**src/rtl/cpd_pkg.sv**
```systemverilog
package cpd_pkg;

	localparam int SettleW = 10;
	localparam int GapW    = 12;
	localparam int CountW  = 3;
	localparam int WordW   = 16;
	localparam int CfgW    = 12;

	localparam logic [SettleW-1:0] SETTLE_RST = 10'd30;
	localparam logic [GapW-1:0]    GAP_RST    = 12'd200;

	// register index codes
	typedef enum logic [0:0] {
		REG_SETTLE = 1'b0,
		REG_GAP    = 1'b1
	} reg_idx_t;

	typedef enum logic [1:0] {
		KIND_SMALL   = 2'd0,
		KIND_MID     = 2'd1,
		KIND_LARGE   = 2'd2,
		KIND_INVALID = 2'd3
	} coin_kind_t;

	// decode event from the edge tracker to the tally
	typedef struct packed {
		logic              done;
		logic [CountW-1:0] count;
	} coin_evt_t;

	typedef struct packed {
		logic [WordW-1:0] credit;
		logic [WordW-1:0] small_tot;
		logic [WordW-1:0] mid_tot;
		logic [WordW-1:0] large_tot;
	} tally_t;

endpackage

```
**src/rtl/cpd_edge.sv**
```systemverilog
module cpd_edge (
	input  logic                         clk,
	input  logic                         arst_n,
	input  logic                         en,
	input  logic                         pin_level,
	input  logic [cpd_pkg::SettleW-1:0]  settle_ms,
	input  logic [cpd_pkg::GapW-1:0]     gap_ms,
	output cpd_pkg::coin_evt_t           evt
);
	import cpd_pkg::*;

	logic               last_q;
	logic               pend_q;
	logic [SettleW-1:0] settle_q;
	logic [GapW-1:0]    gap_q;
	logic [CountW-1:0]  count_q;

	logic               chg;
	logic               pend_mid;
	logic               count_ev;
	logic [SettleW-1:0] settle_n;
	logic [GapW-1:0]    gap_n;
	logic [CountW-1:0]  count_mid;

	always_comb begin
		chg      = pin_level != last_q;
		settle_n = chg ? '0 : ((&settle_q) ? settle_q : settle_q + 1'b1);
		pend_mid = chg | pend_q;
		count_ev = pend_mid && (settle_n > settle_ms);
		count_mid = (count_ev && !(&count_q)) ? count_q + 1'b1 : count_q;
		gap_n    = count_ev ? '0 : ((&gap_q) ? gap_q : gap_q + 1'b1);
		evt.done  = (gap_n > gap_ms) && (count_mid != '0);
		evt.count = count_mid;
	end

	always_ff @(posedge clk or negedge arst_n) begin
		if (!arst_n) begin
			last_q   <= 1'b0;
			pend_q   <= 1'b0;
			settle_q <= '0;
			gap_q    <= '0;
			count_q  <= '0;
		end else if (en) begin
			last_q   <= pin_level;
			pend_q   <= pend_mid & ~count_ev;
			settle_q <= settle_n;
			gap_q    <= gap_n;
			count_q  <= evt.done ? '0 : count_mid;
		end
	end

endmodule

```
**src/rtl/cpd_tally.sv**
```systemverilog
module cpd_tally (
	input  logic                clk,
	input  logic                arst_n,
	input  logic                en,
	input  cpd_pkg::coin_evt_t  evt,
	output cpd_pkg::coin_kind_t kind,
	output cpd_pkg::tally_t     tally_n
);
	import cpd_pkg::*;

	tally_t         tally_q;
	logic [WordW:0] credit_sum;
	logic [3:0]     credit_inc;

	function automatic logic [WordW-1:0] sat_inc(input logic [WordW-1:0] v);
		return (&v) ? v : v + 1'b1;
	endfunction

	always_comb begin
		tally_n    = tally_q;
		kind       = KIND_SMALL;
		credit_inc = 4'd0;
		if (evt.done) begin
			unique case (evt.count)
				3'd1: begin
					kind              = KIND_SMALL;
					credit_inc        = 4'd1;
					tally_n.small_tot = sat_inc(tally_q.small_tot);
				end
				3'd2: begin
					kind            = KIND_MID;
					credit_inc      = 4'd2;
					tally_n.mid_tot = sat_inc(tally_q.mid_tot);
				end
				3'd3: begin
					kind              = KIND_LARGE;
					credit_inc        = 4'd10;
					tally_n.large_tot = sat_inc(tally_q.large_tot);
				end
				default: kind = KIND_INVALID;
			endcase
		end
		credit_sum     = {1'b0, tally_q.credit} + {{(WordW-3){1'b0}}, credit_inc};
		tally_n.credit = credit_sum[WordW] ? {WordW{1'b1}} : credit_sum[WordW-1:0];
	end

	always_ff @(posedge clk or negedge arst_n) begin
		if (!arst_n) begin
			tally_q <= '0;
		end else if (en) begin
			tally_q <= tally_n;
		end
	end

endmodule

```
**src/rtl/coin_pulse_decoder_top.sv**
```systemverilog
// Channel   Dir  Beat fields (low bit first)
// s_axis    in   tdata: pin_level, zero fill to 8 bits
// m_axis    out  tuser: coin_done, coin_kind
//                tdata: credit_units, small_total, mid_total, large_total
// cfg       in   cfg_we / cfg_index / cfg_data, index 0 settle_ms, 1 gap_ms
//
// One beat per clock sustained while m_axis_tready stays high. An accepted
// beat is registered in the input stage (s1), then the timer/decode logic
// runs in one pass as it moves into the result register (s2).
// Reset: all timers, counts, credit and totals clear; settle_ms=30, gap_ms=200.
// Stalls: s2 holds while m_axis_tready is low; s1 still takes a beat if empty,
// so a full pipeline holds two beats before s_axis_tready drops.
module coin_pulse_decoder_top (
	input  logic                      clk,
	input  logic                      arst_n,
	// slave side
	input  logic                      s_axis_tvalid,
	output logic                      s_axis_tready,
	input  logic [7:0]                s_axis_tdata,   // [0] pin_level
	// master side
	output logic                      m_axis_tvalid,
	input  logic                      m_axis_tready,
	output logic [63:0]               m_axis_tdata,   // [15:0] credit_units,
	                                                  // [31:16] small_total,
	                                                  // [47:32] mid_total,
	                                                  // [63:48] large_total
	output logic [2:0]                m_axis_tuser,   // [0] coin_done, [2:1] coin_kind
	// configuration
	input  logic                      cfg_we,
	input  cpd_pkg::reg_idx_t         cfg_index,
	input  logic [cpd_pkg::CfgW-1:0]  cfg_data
);
	import cpd_pkg::*;

	// config registers
	logic [SettleW-1:0] settle_ms_q;
	logic [GapW-1:0]    gap_ms_q;

	always_ff @(posedge clk or negedge arst_n) begin
		if (!arst_n) begin
			settle_ms_q <= SETTLE_RST;
			gap_ms_q    <= GAP_RST;
		end else if (cfg_we) begin
			unique case (cfg_index)
				REG_SETTLE: settle_ms_q <= cfg_data[SettleW-1:0];
				REG_GAP:    gap_ms_q    <= cfg_data[GapW-1:0];
				default: ;
			endcase
		end
	end

	// input stage
	logic valid_s1;
	logic level_s1;
	logic adv;   // s1 moves into s2 this cycle

	assign adv           = valid_s1 && (!m_axis_tvalid || m_axis_tready);
	assign s_axis_tready = !valid_s1 || adv;

	always_ff @(posedge clk or negedge arst_n) begin
		if (!arst_n) begin
			valid_s1 <= 1'b0;
		end else if (s_axis_tready) begin
			valid_s1 <= s_axis_tvalid;
		end
	end

	always_ff @(posedge clk) begin
		if (s_axis_tready && s_axis_tvalid) begin
			level_s1 <= s_axis_tdata[0];
		end
	end

	// decode pass, state commits only when the beat advances
	coin_evt_t  evt;
	coin_kind_t kind;
	tally_t     tally_n;

	cpd_edge u_edge (
		.clk       (clk),
		.arst_n    (arst_n),
		.en        (adv),
		.pin_level (level_s1),
		.settle_ms (settle_ms_q),
		.gap_ms    (gap_ms_q),
		.evt       (evt)
	);

	cpd_tally u_tally (
		.clk     (clk),
		.arst_n  (arst_n),
		.en      (adv),
		.evt     (evt),
		.kind    (kind),
		.tally_n (tally_n)
	);

	// result register
	logic        valid_s2;
	logic [63:0] data_s2;
	logic [2:0]  user_s2;

	always_ff @(posedge clk or negedge arst_n) begin
		if (!arst_n) begin
			valid_s2 <= 1'b0;
		end else if (adv) begin
			valid_s2 <= 1'b1;
		end else if (m_axis_tready) begin
			valid_s2 <= 1'b0;
		end
	end

	always_ff @(posedge clk) begin
		if (adv) begin
			data_s2 <= {tally_n.large_tot, tally_n.mid_tot, tally_n.small_tot, tally_n.credit};
			user_s2 <= {kind, evt.done};
		end
	end

	assign m_axis_tvalid = valid_s2;
	assign m_axis_tdata  = data_s2;
	assign m_axis_tuser  = user_s2;

`ifndef SYNTHESIS
	// kind is zero on beats that carry no coin
	a_kind_idle: assert property (@(posedge clk) disable iff (!arst_n)
		(m_axis_tvalid && !m_axis_tuser[0]) |-> (m_axis_tuser[2:1] == KIND_SMALL))
		else $error("coin_kind set without coin_done");

	// a stalled input beat does not advance or vanish
	a_s1_hold: assert property (@(posedge clk) disable iff (!arst_n)
		(valid_s1 && !adv) |=> (valid_s1 && $stable(level_s1)))
		else $error("input stage lost a stalled beat");

	// credit never decreases from one result to the next
	a_credit_mono: assert property (@(posedge clk) disable iff (!arst_n)
		adv |-> (tally_n.credit >= u_tally.tally_q.credit))
		else $error("credit went down");
`endif

endmodule

```
**config.mk**
```make
export PLATFORM = sky130hd
export DESIGN_NAME = coin_pulse_decoder_top
export DESIGN_NICKNAME = d
export VERILOG_FILES = /design/src/rtl/cpd_pkg.sv /design/src/rtl/cpd_edge.sv /design/src/rtl/cpd_tally.sv /design/src/rtl/coin_pulse_decoder_top.sv
export SDC_FILE = /design/constraint.sdc
export NUM_CORES = 1
export LEC_CHECK = 0
export ABC_AREA = 1
export ABC_CLOCK_PERIOD_IN_PS = 7250
export BUFFER_PORTS_ARGS = -buffer_cell sky130_fd_sc_hd__buf_2
export CAP_MARGIN = 20
export CORE_MARGIN = 8
export CORE_UTILIZATION = 55
export DETAILED_ROUTE_END_ITERATION = 16
export PLACE_DENSITY = 0.84
export REMOVE_ABC_BUFFERS = 1
export SLEW_MARGIN = 20
export SYNTH_ARGS = -nofsm -noshare
export SYNTH_HDL_FRONTEND = slang
export SYNTH_SLANG_ARGS = --single-unit
```
**constraint.sdc**
```tcl
create_clock -name clk -period 7.25 [get_ports clk]
set_input_delay 1.45 -clock clk [delete_from_list [all_inputs] [get_ports clk]]
set_output_delay 1.45 -clock clk [all_outputs]
set_load 0.01 [all_outputs]
```
# Yosys cells after proc, flatten, opt, wreduce, memory -nomap -nowiden
# Cells that the tools add are included.
[totals] input_bits=26 word_cells=73 regBits=183
[classes] order_cmp=2 add_sub_neg=7 bitwise=4 n_eq_ne=4 n_reduce_logical=20 muxes=19
[op_table] cell="$mux W16" count=7
[op_table] cell="$add A16 B1 Y16 const B" count=3
[op_table] cell="$mux W48" count=1
[op_table] cell="$reduce_and A16 Y1" count=3
[op_table] cell="$mux W12" count=2
[op_table] cell="$mux W10" count=2
[op_table] cell="$add A16 B4 Y17" count=1
[op_table] cell="$add A12 B1 Y12 const B" count=1
[op_table] cell="$gt A12 B12 Y1" count=1
[op_table] cell="$pmux W4 S3" count=1
[op_table] cell="$reduce_and A12 Y1" count=1
[op_table] cell="$add A10 B1 Y10 const B" count=1
[op_table] cell="$gt A10 B10 Y1" count=1
[op_table] cell="$reduce_and A10 Y1" count=1
[op_table] cell="$eq A3 B2 Y1 const B" count=2
[op_table] cell="$mux W3" count=2
[op_table] cell="$pmux W2 S3" count=1
[op_table] cell="$logic_and A1 B1 Y1" count=5
[op_table] cell="$mux W4" count=1
[op_table] cell="$reduce_and A2 Y1" count=2
[op_table] cell="$add A3 B1 Y3 const B" count=1
[op_table] cell="$eq A3 B1 Y1 const B" count=1
[op_table] cell="$logic_not A1 Y1" count=3
[op_table] cell="$reduce_and A3 Y1" count=1
[op_table] cell="8 further kinds" count=11

# Logic depth before layout (Yosys ltp)
[logic_depth] ltp_word=12 ltp_mapped=43 mapped_depth_nobuf=40

# By module
# From an unflattened synthesis, not the netlist that was laid out.
[hier_totals] hier_cells=1216 hier_area_um2=9924.5
[by_module_without_submodules] mod="cpd_tally" cells_per_inst=689 n_inst=1 seq_area_each_um2=1601.5 area_each_um2=4523.1
[by_module_without_submodules] mod="coin_pulse_decoder_top" cells_per_inst=177 n_inst=1 seq_area_each_um2=2651.3 area_each_um2=3027.9
[by_module_without_submodules] mod="cpd_edge" cells_per_inst=350 n_inst=1 seq_area_each_um2=675.6 area_each_um2=2373.5

# Least setup slack after synthesis
# No wires, ideal clock.
[synth_timing] kind="reg2reg" from="register u_edge.settle_q[3]" to="register data_s2[4], in the netlist m_axis_tdata[4] (data pin)" stages_incl_launch_ff=39 n_path_buf=4 arrival_time_ns=5.575 setup_time_ns=0.283 setup_slack_ns=1.392 cell_sequence="dfrtp_1 inv_1 nor3_1 nand3_1 nand3b_1 nand3_1 nor3_1 nor3_1 ha_1 nand2_1 inv_1 nand2_1 nand2_1 nand2_1 nand3_1 nand3_2 buf_1 o21ai_0 [3 not listed] nor2_1 nor3_1 nand2_1 o21ai_0 inv_1 buf_2 nand2_4 nor2_8 buf_12 ha_1 fa_1 nand3_1 nand2_1 nand2_1 inv_1 nand3_1 clkbuf_1 nand3_1"
[synth_lines] element="from (decl)" line="cpd_edge.sv:14" source="logic [SettleW-1:0] settle_q;"
[synth_lines] element="from (signal assigned)" line="cpd_edge.sv:46" source="settle_q <= settle_n;"
[synth_lines] element="to (signal assigned)" line="coin_pulse_decoder_top.sv:115" source="data_s2 <= {tally_n.large_tot, tally_n.mid_tot, tally_n.small_tot, tally_n.credit};"
[synth_lines] element="to (decl)" line="coin_pulse_decoder_top.sv:100" source="logic [63:0] data_s2;"

==> results.sh <==
export IMPL_yosys_warnings=0
export IMPL_cp_start_kind="register"
export IMPL_outcome="complete, no violations"
export IMPL_setup_tns_final_ps=0
export IMPL_top_layer_used="met4"
export IMPL_synth_compound_area_share=0.06460
export IMPL_vias_per_cell=5.406
export IMPL_vias=8563
export IMPL_hpwlAfterDp_mm=15.09
export IMPL_globalRoute_totalOverflow=0
export IMPL_place_port_buffers=87
export IMPL_holdCritPathClass="reg2reg"
export IMPL_synth_seq_cells=183
export IMPL_route_detailed_wl_per_inst_um=13.91
export IMPL_synthesized_netlist_cell_count=1268
export IMPL_fp_dieArea_um2=23250
export IMPL_clk_pin_slew_worst_paths_ps=70
export IMPL_wl_met3_mm=1.050
export IMPL_detail_route_iter0_violations=556
export IMPL_tritoncts_num_buffers=17
export IMPL_syn2layout_area_growth_pct=10.98
export IMPL_postSynthAreaPerCell_um2=8.081
export IMPL_leakage_uw=0.005463
export IMPL_cpMaxStageDelayCell="sky130_fd_sc_hd__fa_1"
export IMPL_worst_slew_pin_transition_ps=894.4
export IMPL_worst_hold_slack_ps=488.0
export IMPL_grt_pass1_wl_mm=37.58
export IMPL_cts_sinks=183
export IMPL_synth_seq_area_share=0.4810
export IMPL_antenna_cells=0
export IMPL_ios=95
export IMPL_layout_skew_ps=11.94
export IMPL_drt_pass1_iterations=5
export IMPL_gpl_final_weighted_congestion=0.8884
export IMPL_power_per_cell_area_nw_per_um2=261.6
export IMPL_layout_common_cells="sky130_fd_sc_hd__nand2_1, sky130_fd_sc_hd__inv_1, sky130_fd_sc_hd__dfrtp_1, sky130_fd_sc_hd__buf_2"
export IMPL_cts_htree_levels=4
export IMPL_cpPeakStageDelay_ps=410
export IMPL_finalHoldViolCount=0
export IMPL_die_width_um=152.5
export IMPL_first_global_vias=8414
export IMPL_finalSetupViolCount=0
export IMPL_chipHeight_um=152.5
export IMPL_layout_commonest_cell="sky130_fd_sc_hd__nand2_1"
export IMPL_nFillCells=1562
export IMPL_post_route_cells_drive_above_1_share=0.1407
export IMPL_clk_latency_ps=440
export IMPL_max_slew_violation_total_from_the_final_report=0
export IMPL_synth_top_family_by_area="simple AND/OR/NAND/NOR gates"
export IMPL_design_core_area_um2=18520
export IMPL_grt_max_degree=102
export IMPL_wl_met2_mm=10.99
export IMPL_critPathCaptureType="register"
export IMPL_std_cell_rows=50
export IMPL_max_slew_margin=0.4037
export IMPL_global_route_usage_total=0.1916
export IMPL_totalWireLength_mm=22.04
export IMPL_worst_path_max_fanout=15
export IMPL_final_min_clock_period_ps=6605
export IMPL_peakVddDrop_mv=0.1999
export IMPL_cells_taking_the_most_area_after_synthesis="sky130_fd_sc_hd__dfrtp_1, sky130_fd_sc_hd__edfxtp_1, sky130_fd_sc_hd__nand2_1"
export IMPL_fmax_ghz=0.1514
export IMPL_cell_area_after_synthesis_um2=10250
export IMPL_post_synth_top_area_cell="sky130_fd_sc_hd__dfrtp_1"
export IMPL_cts_root_buf="sky130_fd_sc_hd__clkbuf_16"
export IMPL_nNetsFinal=1396
export IMPL_max_cap_violations=0
export IMPL_post_cts_buffers=0
export IMPL_wirelength_met1_mm=9.652
export IMPL_drtAntennaViolNets=0
export IMPL_yosys_mux_area_fraction=0
export IMPL_final_period_utilization=0.9110
export IMPL_worst_ep_required_time_ps=7430
export IMPL_synth_adder_area_share=0.04103
export IMPL_synth_xor_area_frac=0.01697
export IMPL_synth_lib_cells_used_distinct=45
export IMPL_worst_ep_arrival_time_ps=6790
export IMPL_yosys_area_share_simple=0.3127
export IMPL_synth_top_flop_cell="sky130_fd_sc_hd__dfrtp_1"
export IMPL_rsz_0062_raised_after_global_routing="no"
export IMPL_criticalPathCategory="reg2reg"
export IMPL_ctsHoldBuffers=0
export IMPL_clockBufferDepth=2
export IMPL_cts_tree="done"
export IMPL_drc_errors=0
export IMPL_post_synth_edffs=68
export IMPL_antenna_violations_before_repair=0
export IMPL_synth_top_cell_area_share=0.2638
export IMPL_postCtsResizedCells=0
export IMPL_postSynth_asyncResetShare=0.6284
export IMPL_initial_core_utilization=0.5533
## critical path: cells and delay by family, from the launching register on
kind,cells,cell delay (ps)
buf+inv,6,760
simple gates,21,3330
flops,1,370
fa+ha+maj,4,1200
compound gates,4,670
## cell usage after synthesis, drive strengths merged (2+ instances only)
| library cell | count |
|---|---|
| clkbuf | 22 |
| a31oi | 5 |
| edfxtp | 68 |
| o21ai | 92 |
| dfstp | 7 |
| a21oi | 22 |
| xor2 | 13 |
| a21o | 2 |
| nor2 | 53 |
| nand3b | 2 |
| dfrtp | 108 |
| nor4 | 3 |
| xnor2 | 6 |
| buf | 20 |
| nand2 | 447 |
| ha | 32 |
| nand3 | 83 |
| nor3 | 36 |
| and2 | 4 |
| nand4 | 61 |
| inv | 166 |
| o22ai | 3 |
| or2 | 9 |
## registers in the layout, summed over array words and instances (netlist names), 3 cells and up
name,cells
settle_ms_q,10
u_tally.tally_q,64
gap_ms_q,12
m_axis_tdata,64
u_edge.gap_q,12
m_axis_tuser,3
u_edge.count_q,3
u_edge.settle_q,10
## cell type report
class | count | area (um^2) | area share
inverters | 166 | 631.9 | 0.05557
multi-input cells | 877 | 4476 | 0.3936
repair buffers | 92 | 475.5 | 0.04181
clock buffers | 20 | 456.7 | 0.04016
clock inverters | 12 | 110.1 | 0.009683
flip-flops and latches | 183 | 4928 | 0.4334
well taps | 234 | 292.8 | 0.02575
## per-layer routing
metal  vias to the layer above  track usage
met5                         -            0
met4                         0      0.06126
met3                        37      0.04538
met2                       196       0.3373
met1                      4050       0.2278
li1                       4280            -
## cells by family after synthesis
logic type / count (synthesis)
AO/OA/AOI/OAI: 126
XOR/XNOR: 19
adder cells (fa/ha/maj): 33
buffers and inverters: 208
flip-flops: 183
AND/OR/NAND/NOR: 699
## stage by stage
stage	utilization	setup slack [ps]	instances	instance area [um^2]	power, uW
detailed placement	0.5826	456.0	1552	10790	2093
CTS	0.6132	443.1	1584	11350	2995
floorplan	-	1608	1226	10010	1857
finish	0.6141	645.1	1584	11370	2974
global route	0.6141	33.96	1584	11370	3156
global placement	0.5826	728.0	1552	10790	2048
## report_power, final
part | leakage (uW) | switching (uW) | total [uW] | internal, uW
Clock | 0.000267 | 425 | 895 | 469
Sequential | 0.00219 | 110 | 1370 | 1260
Combinational | 0.00300 | 489 | 706 | 217
Total | 0.00546 | 1020 | 2970 | 1950
## worst paths after layout
kind	from	endpoint	slack (ps)	cells after the start
max	u_edge.settle_q[3]	m_axis_tdata[0]	650	35
min	gap_ms_q[4]	gap_ms_q[4]	490	2
max reg2reg	u_edge.settle_q[3]	m_axis_tdata[0]	650	35
min reg2reg	gap_ms_q[4]	gap_ms_q[4]	490	2
max in group asynchronous	arst_n	u_tally.tally_q[54]	4890	2
min in group asynchronous	arst_n	u_tally.tally_q[20]	1070	1
Power figures use the tool's default switching activity.
